===== config.mk =====
export PLATFORM = sky130hd
export DESIGN_NAME = integer_to_radix_ascii_unit
export DESIGN_NICKNAME = d
export VERILOG_FILES = /design/src/rtl/core/itra_pkg.sv /design/src/rtl/core/itra_ram.sv /design/src/rtl/core/itra_datapath.sv /design/src/rtl/core/itra_ctrl.sv /design/src/rtl/core/integer_to_radix_ascii_unit.sv
export SDC_FILE = /design/constraint.sdc
export NUM_CORES = 1
export LEC_CHECK = 0
export BUFFER_PORTS_ARGS = -buffer_cell sky130_fd_sc_hd__buf_2
export CAP_MARGIN = 0
export CORE_ASPECT_RATIO = 1.5
export CORE_MARGIN = 2
export CORE_UTILIZATION = 45
export CTS_CLUSTER_SIZE = 12
export DETAILED_ROUTE_END_ITERATION = 12
export SYNTH_ARGS = -nofsm -noshare
export SYNTH_HDL_FRONTEND = slang
export SYNTH_HIERARCHICAL = 1
export SYNTH_SLANG_ARGS = --single-unit

===== constraint.sdc =====
create_clock -name aclk -period 15 [get_ports aclk]
set_clock_uncertainty 0.15 [all_clocks]
set_input_delay 0.75 -clock aclk [delete_from_list [all_inputs] [get_ports aclk]]
set_output_delay 0.75 -clock aclk [all_outputs]
set_load 0.1 [all_outputs]

===== src/rtl/core/itra_pkg.sv =====
// shared constants, types and helpers for the radix integer-to-ascii converter
package itra_pkg;

    localparam int VALUE_WIDTH = 64;
    localparam int MAX_CHARS   = 64;
    localparam int RADIX_W     = 6;
    localparam int CHAR_W      = 8;
    localparam int STORE_DEPTH = 64;
    localparam int ADDR_W      = $clog2(STORE_DEPTH);
    localparam int COUNT_W     = $clog2(STORE_DEPTH + 1);
    localparam int STEP_BITS   = 8;
    localparam int DIV_STEPS   = (VALUE_WIDTH + STEP_BITS - 1) / STEP_BITS;
    localparam int PAD_W       = DIV_STEPS * STEP_BITS;
    localparam int STEP_CNT_W  = (DIV_STEPS > 1) ? $clog2(DIV_STEPS) : 1;

    localparam logic [RADIX_W-1:0] RADIX_MIN  = 6'd2;
    localparam logic [RADIX_W-1:0] RADIX_MAX  = 6'd36;
    localparam logic [RADIX_W-1:0] DIGIT_TEN  = 6'd10;
    localparam logic [CHAR_W-1:0]  CHAR_ZERO  = 8'h30;
    localparam logic [CHAR_W-1:0]  CHAR_A     = 8'h61;
    localparam logic [CHAR_W-1:0]  CHAR_MINUS = 8'h2d;
    localparam logic [CHAR_W-1:0]  CHAR_NONE  = 8'h00;

    typedef enum logic [2:0] {
        ST_IDLE,
        ST_DIVIDE,
        ST_DIGIT,
        ST_CHECK,
        ST_ERROR,
        ST_SIGN,
        ST_DOUT
    } state_t;

    typedef enum logic [1:0] {
        OUT_ERROR,
        OUT_SIGN,
        OUT_DIGIT
    } out_sel_t;

    typedef struct packed {
        logic load;
        logic step;
        logic digit_wr;
        logic fetch;
        logic err_sel;
        logic sign_sel;
    } itra_cmd_t;

    typedef struct packed {
        logic radix_ok;
        logic step_last;
        logic quot_zero;
        logic count_full;
        logic too_long;
        logic neg;
        logic idx_zero;
    } itra_status_t;

    function automatic logic [CHAR_W-1:0] digit_char(input logic [RADIX_W-1:0] d);
        logic [CHAR_W-1:0] c;
        if (d >= DIGIT_TEN) begin
            c = CHAR_A + CHAR_W'(d - DIGIT_TEN);
        end else begin
            c = CHAR_ZERO + CHAR_W'(d);
        end
        return c;
    endfunction

endpackage


===== src/rtl/core/itra_ram.sv =====
// generic single-port-write, registered-read ram
module itra_ram #(
    parameter int WIDTH = 8,
    parameter int DEPTH = 64
) (
    input  logic                     aclk,
    input  logic                     we,
    input  logic [$clog2(DEPTH)-1:0] waddr,
    input  logic [WIDTH-1:0]         wdata,
    input  logic                     re,
    input  logic [$clog2(DEPTH)-1:0] raddr,
    output logic [WIDTH-1:0]         rdata
);

    logic [WIDTH-1:0] mem [DEPTH];
    logic [WIDTH-1:0] rdata_reg;

    always_ff @(posedge aclk) begin
        if (we) begin
            mem[waddr] <= wdata;
        end
        if (re) begin
            rdata_reg <= mem[raddr];
        end
    end

    assign rdata = rdata_reg;

endmodule


===== src/rtl/core/itra_datapath.sv =====
// datapath: digit divider, digit store, counters and output character select
module itra_datapath
    import itra_pkg::*;
(
    input  logic                 aclk,
    input  logic                 aresetn,
    input  itra_cmd_t            cmd,
    output itra_status_t         status,
    input  logic [63:0]          s_value,
    input  logic [RADIX_W-1:0]   s_radix,
    input  logic                 s_negative,
    output logic [CHAR_W-1:0]    m_character,
    output logic                 m_last,
    output logic                 m_error
);

    logic [PAD_W-1:0]      quot_reg;
    logic [RADIX_W-1:0]    rem_reg;
    logic [RADIX_W-1:0]    radix_reg;
    logic                  neg_reg;
    logic [COUNT_W-1:0]    count_reg;
    logic [STEP_CNT_W-1:0] step_cnt_reg;
    out_sel_t              out_sel_reg;

    logic [VALUE_WIDTH-1:0] in_masked;
    logic [VALUE_WIDTH-1:0] in_value;
    logic [PAD_W-1:0]       div_q;
    logic [RADIX_W-1:0]     div_r;
    logic [RADIX_W:0]       div_part;
    logic [COUNT_W-1:0]     count_dec;
    logic [RADIX_W-1:0]     ram_rdata;

    assign in_masked = s_value[VALUE_WIDTH-1:0];
    assign in_value  = s_negative ? (~in_masked + VALUE_WIDTH'(1)) : in_masked;
    assign count_dec = count_reg - COUNT_W'(1);

    // restoring division, STEP_BITS quotient bits per cycle
    always_comb begin
        div_q    = quot_reg;
        div_r    = rem_reg;
        div_part = '0;
        for (int j = 0; j < STEP_BITS; j++) begin
            div_part = {div_r, div_q[PAD_W-1]};
            div_q    = {div_q[PAD_W-2:0], 1'b0};
            if (div_part >= {1'b0, radix_reg}) begin
                div_part = div_part - {1'b0, radix_reg};
                div_q[0] = 1'b1;
            end
            div_r = div_part[RADIX_W-1:0];
        end
    end

    always_ff @(posedge aclk) begin
        if (!aresetn) begin
            count_reg    <= '0;
            step_cnt_reg <= '0;
            out_sel_reg  <= OUT_ERROR;
        end else begin
            if (cmd.load) begin
                radix_reg    <= s_radix;
                neg_reg      <= s_negative;
                quot_reg     <= PAD_W'(in_value);
                rem_reg      <= '0;
                step_cnt_reg <= '0;
                count_reg    <= '0;
            end
            if (cmd.step) begin
                quot_reg     <= div_q;
                rem_reg      <= div_r;
                step_cnt_reg <= step_cnt_reg + STEP_CNT_W'(1);
            end
            if (cmd.digit_wr) begin
                count_reg    <= count_reg + COUNT_W'(1);
                rem_reg      <= '0;
                step_cnt_reg <= '0;
            end
            // count walks back down as digits are read out
            if (cmd.fetch) begin
                count_reg   <= count_dec;
                out_sel_reg <= OUT_DIGIT;
            end
            if (cmd.err_sel) begin
                out_sel_reg <= OUT_ERROR;
            end
            if (cmd.sign_sel) begin
                out_sel_reg <= OUT_SIGN;
            end
        end
    end

    itra_ram #(
        .WIDTH (RADIX_W),
        .DEPTH (STORE_DEPTH)
    ) u_digit_store (
        .aclk  (aclk),
        .we    (cmd.digit_wr),
        .waddr (count_reg[ADDR_W-1:0]),
        .wdata (rem_reg),
        .re    (cmd.fetch),
        .raddr (count_dec[ADDR_W-1:0]),
        .rdata (ram_rdata)
    );

    always_comb begin
        status.radix_ok   = (s_radix >= RADIX_MIN) && (s_radix <= RADIX_MAX);
        status.step_last  = (step_cnt_reg == STEP_CNT_W'(DIV_STEPS - 1));
        status.quot_zero  = (quot_reg == '0);
        status.count_full = (count_reg == COUNT_W'(STORE_DEPTH - 1));
        status.too_long   = (({1'b0, count_reg} + (COUNT_W + 1)'(neg_reg))
                             > (COUNT_W + 1)'(MAX_CHARS));
        status.neg        = neg_reg;
        status.idx_zero   = (count_reg == '0);
    end

    always_comb begin
        unique case (out_sel_reg)
            OUT_ERROR: begin
                m_character = CHAR_NONE;
                m_last      = 1'b1;
                m_error     = 1'b1;
            end
            OUT_SIGN: begin
                m_character = CHAR_MINUS;
                m_last      = 1'b0;
                m_error     = 1'b0;
            end
            OUT_DIGIT: begin
                m_character = digit_char(ram_rdata);
                m_last      = (count_reg == '0);
                m_error     = 1'b0;
            end
            default: begin
                m_character = CHAR_NONE;
                m_last      = 1'b1;
                m_error     = 1'b1;
            end
        endcase
    end

endmodule


===== src/rtl/core/itra_ctrl.sv =====
// controller state machine: sequences division, digit writes and character output
module itra_ctrl
    import itra_pkg::*;
(
    input  logic         aclk,
    input  logic         aresetn,
    input  logic         s_valid,
    output logic         s_ready,
    output logic         m_valid,
    input  logic         m_ready,
    input  itra_status_t status,
    output itra_cmd_t    cmd
);

    state_t state_reg;
    state_t state_next;

    always_ff @(posedge aclk) begin
        if (!aresetn) begin
            state_reg <= ST_IDLE;
        end else begin
            state_reg <= state_next;
        end
    end

    always_comb begin
        state_next = state_reg;
        unique case (state_reg)
            ST_IDLE: begin
                if (s_valid) begin
                    state_next = status.radix_ok ? ST_DIVIDE : ST_ERROR;
                end
            end
            ST_DIVIDE: begin
                if (status.step_last) begin
                    state_next = ST_DIGIT;
                end
            end
            ST_DIGIT: begin
                state_next = (status.quot_zero || status.count_full) ? ST_CHECK : ST_DIVIDE;
            end
            ST_CHECK: begin
                priority if (status.too_long) begin
                    state_next = ST_ERROR;
                end else if (status.neg) begin
                    state_next = ST_SIGN;
                end else begin
                    state_next = ST_DOUT;
                end
            end
            ST_ERROR: begin
                if (m_ready) begin
                    state_next = ST_IDLE;
                end
            end
            ST_SIGN: begin
                if (m_ready) begin
                    state_next = ST_DOUT;
                end
            end
            ST_DOUT: begin
                if (m_ready && status.idx_zero) begin
                    state_next = ST_IDLE;
                end
            end
            default: state_next = ST_IDLE;
        endcase
    end

    always_comb begin
        cmd     = '0;
        s_ready = 1'b0;
        m_valid = 1'b0;
        unique case (state_reg)
            ST_IDLE: begin
                s_ready = 1'b1;
                if (s_valid) begin
                    cmd.load    = 1'b1;
                    cmd.err_sel = !status.radix_ok;
                end
            end
            ST_DIVIDE: begin
                cmd.step = 1'b1;
            end
            ST_DIGIT: begin
                cmd.digit_wr = 1'b1;
            end
            ST_CHECK: begin
                priority if (status.too_long) begin
                    cmd.err_sel = 1'b1;
                end else if (status.neg) begin
                    cmd.sign_sel = 1'b1;
                end else begin
                    cmd.fetch = 1'b1;
                end
            end
            ST_ERROR: begin
                m_valid = 1'b1;
            end
            ST_SIGN: begin
                m_valid   = 1'b1;
                cmd.fetch = m_ready;
            end
            ST_DOUT: begin
                // next digit is read at the same edge the current one is taken
                m_valid   = 1'b1;
                cmd.fetch = m_ready && !status.idx_zero;
            end
            default: begin
                cmd = '0;
            end
        endcase
    end

endmodule


===== src/rtl/core/integer_to_radix_ascii_unit.sv =====
// top level of the radix integer-to-ascii converter
// Formats one 64-bit value per transaction in radix 2..36 and sends its ASCII
// characters most significant first, '-' leading when negative is set, with
// m_last on the final character; a bad radix or a text over MAX_CHARS gives one
// character 0 with m_last and m_error set. One item is handled at a time: s_ready
// is high only while idle. Each digit is one full division in the shared divider
// (8 quotient bits per cycle over the padded value, then a digit-store write);
// after the last digit the characters follow at one per cycle while m_ready is
// high. Base 2 with 64 digits is the slowest case. The digit store needs no
// clearing after reset.
module integer_to_radix_ascii_unit
    import itra_pkg::*;
(
    input  logic               aclk,
    input  logic               aresetn,
    input  logic               s_valid,
    output logic               s_ready,
    input  logic [63:0]        s_value,
    input  logic [RADIX_W-1:0] s_radix,
    input  logic               s_negative,
    output logic               m_valid,
    input  logic               m_ready,
    output logic [CHAR_W-1:0]  m_character,
    output logic               m_last,
    output logic               m_error
);

    itra_cmd_t    cmd;
    itra_status_t status;

    itra_ctrl u_ctrl (
        .aclk    (aclk),
        .aresetn (aresetn),
        .s_valid (s_valid),
        .s_ready (s_ready),
        .m_valid (m_valid),
        .m_ready (m_ready),
        .status  (status),
        .cmd     (cmd)
    );

    itra_datapath u_datapath (
        .aclk        (aclk),
        .aresetn     (aresetn),
        .cmd         (cmd),
        .status      (status),
        .s_value     (s_value),
        .s_radix     (s_radix),
        .s_negative  (s_negative),
        .m_character (m_character),
        .m_last      (m_last),
        .m_error     (m_error)
    );

endmodule

==> metrics.txt <==
Synth top cells by count=edfxtp_1, nor2_1, nand2_1; share of the synthesized area in the top cell type=58.3%; hold path cells=1; Final period util=96.5%; Min-Delay Path Class=primary input to flop; final instance area=27400 µm²; Rows=103; clock latency on the worst-skew pair=570 ps; Arr. time, crit path=14720 ps; Die Y=287 µm; Clock Root Buffer=clkbuf_16; hold endpoint=u_datapath/radix_reg[1]$_DFFE_PP_; CTS tree=yes; total CTS buffers=48; critical path required time=15240 ps; fin. max-slew vios=0; Via-to-Cell Ratio=5.94; FMAX=0.0691 GHz; initial antenna violation count=2; clk sinks=482; Initial Utilization=45.7%; Total GRT Usage=21.6%; r2r worst-path depth=75; GRT overflow=0; Die Span X=193 µm; most used cell, CP=a21o_1; syn_nets=1879; layout overhead on the synthesized area=13.7%; Max Buffers Root-to-Sink=3; first-pass GRT wire length=90000 µm; cell count after synthesis=1733; RR Startpoint=u_datapath/quot_reg[63]$_DFFE_PP_; DP HPWL=40900 µm; synth warn=6; Final setup viols=0; Placer Congestion=0.891; asr flop ratio synth=0%; crit-path max cell delay=400 ps; Top Ports=87; Worst R2R Setup Slack=520 ps; Worst-path clk slew=60 ps; WL per Instance=23.1 µm; initial DRC count=1033; top post-synthesis cells by area=edfxtp_1, mux4_2, ha_1; antenna cell count=0; worst-path fanout max=7; placed cells=2462; slew margin rel.=31.4%; crit end category=flop; EDFF count, synth=467; crit start category=flop; setup TNS=0 ps; slowest stage cell, crit path=edfxtp_1; Antenna Violating Nets Remaining=0; final wirelength=59600 µm; cell taking the most area after synthesis=edfxtp_1; HP Start=s_radix[1]; largest net degree at the start of global routing=75; Post-CTS Hold Buffers=0; Max Cap Viol=0; number of global-route vias before repair=15400; H-tree depth=2; Fill cells=4401; Die ar.=55400 µm²; share of cells above drive strength 1=22.3%; status=finished clean; area of the multi-input gates=9520 µm²; Netlist cell types=88; Total Nets Final=2016; DRT Pass-1 Iters=5; Final Hold Viols=0; Yosys reg bits=482; Reg2Reg Capture Point=u_datapath/rem_reg[3]$_SDFFCE_PP0P_; Residual DRC=0; max reg flops=384; core footprint=52700 µm²; most numerous cell in the Yosys netlist=edfxtp_1; dominant synthesized flop cell=edfxtp_1; IO buf count=86; Worst path top cell family by delay=compound AO/OA/AOI/OAI gates; Post-Syn Area=24100 µm²; Worst Max-Slew Pin Slew=1030 ps; Non-Filler Instances=2578; Sequential Area=14300 µm²; Seq/Total Area, Yosys=59.5%; total number of vias=15300; Final min period=14480 ps; Placed Area=25400 µm²; worst path bufs/invs=9; type of the worst setup path=flop to flop; Mapped Avg Cell Area=13.9 µm²
timing repair:
action                                  4_1_cts  5_1_grt
setup buffers                                10       31
gates resized for setup                       8       45
pin swaps                                     4       26
endpoints found under the setup margin        7        7
gates cloned                                  0        0
cell type report:
| type | instances | share of cell area [%] |
|---|---|---|
| Tap cell | 682 | 3.12 |
| Clock buffer | 68 | 4.78 |
| Timing Repair Buffer | 163 | 3.75 |
| Sequential cell | 482 | 52.4 |
| Inverter | 55 | 0.778 |
| Multi-Input combinational cell | 1120 | 34.8 |
| Clock inverter | 8 | 0.393 |
placed cells by master (no fill, tap or decap), types with 8 or more instances in the layout:
cell type,instances
a211oi_1,15
a21o_1,16
a21oi_1,41
a221oi_1,9
buf_2,86
buf_4,75
clkbuf_1,18
clkbuf_16,49
dfxtp_1,15
edfxtp_1,467
ha_1,52
ha_4,10
inv_1,47
mux2_2,22
mux2i_1,31
mux4_2,87
nand2_1,120
nand2b_1,23
nand3_1,27
nand4_1,12
nor2_1,121
nor2b_1,25
nor3_1,21
nor3b_1,8
nor4_1,24
o21ai_0,97
o21ai_1,12
o221ai_1,9
o22ai_1,13
o31ai_1,21
o41ai_1,12
or2_2,9
or3_1,9
or4_1,11
xnor2_1,33
xor2_1,63
kinds of logic (layout without fill, tap and decap cells):
kind of cell    Yosys count  after routing  synth area share, %
xor+xnor                 97             97                 3.53
fa+ha+maj                71             71                 3.94
buf+inv                 131            294                 2.56
mux                     154            154                 11.5
simple gates            465            465                 9.76
compound gates          333            333                 9.20
flops                   482            482                 59.5
worst max path at each step:
stage | startpoint | to | slack, ps | cells past startpoint
6_report | u_datapath/quot_reg[63]$_DFFE_PP_ | u_datapath/rem_reg[3]$_SDFFCE_PP0P_ | 520 | 75
5_1_grt | u_datapath/rem_reg[1]$_SDFFCE_PP0P_ | u_datapath/rem_reg[2]$_SDFFCE_PP0P_ | -150 | 72
4_1_cts | u_datapath/quot_reg[63]$_DFFE_PP_ | u_datapath/rem_reg[3]$_SDFFCE_PP0P_ | 0.4 | 75
3_5_place_dp | u_datapath/quot_reg[63]$_DFFE_PP_ | u_datapath/rem_reg[3]$_SDFFCE_PP0P_ | -640 | 73
3_3_place_gp | u_datapath/quot_reg[63]$_DFFE_PP_ | u_datapath/rem_reg[2]$_SDFFCE_PP0P_ | -100 | 73
2_1_floorplan | u_datapath/rem_reg[0]$_SDFFCE_PP0P_ | u_datapath/rem_reg[0]$_SDFFCE_PP0P_ | 10 | 74
metal layers:
layer / wire [µm] / vias to the layer above / track usage, %
met5: 28 / - / 0
met4: 2750 / 4 / 9.27
met3: 2640 / 152 / 3.03
met2: 32500 / 451 / 40.1
met1: 21700 / 7673 / 24.3
li1: - / 7023 / -
metrics by stage:
stage / hold WS, ps / worst slack [ps] / util, %
after global routing: 241 / -153 / 51.9
after detailed placement: 369 / -642 / 48.2
final: 262 / 521 / 51.9
after global placement: 360 / -104 / 48.2
after floorplan: 336 / 12.7 / -
after CTS: 237 / 0.393 / 51.1
Power is not shown: default switching activity piles up to over one toggle a cycle in this logic, so the estimate is an artifact.
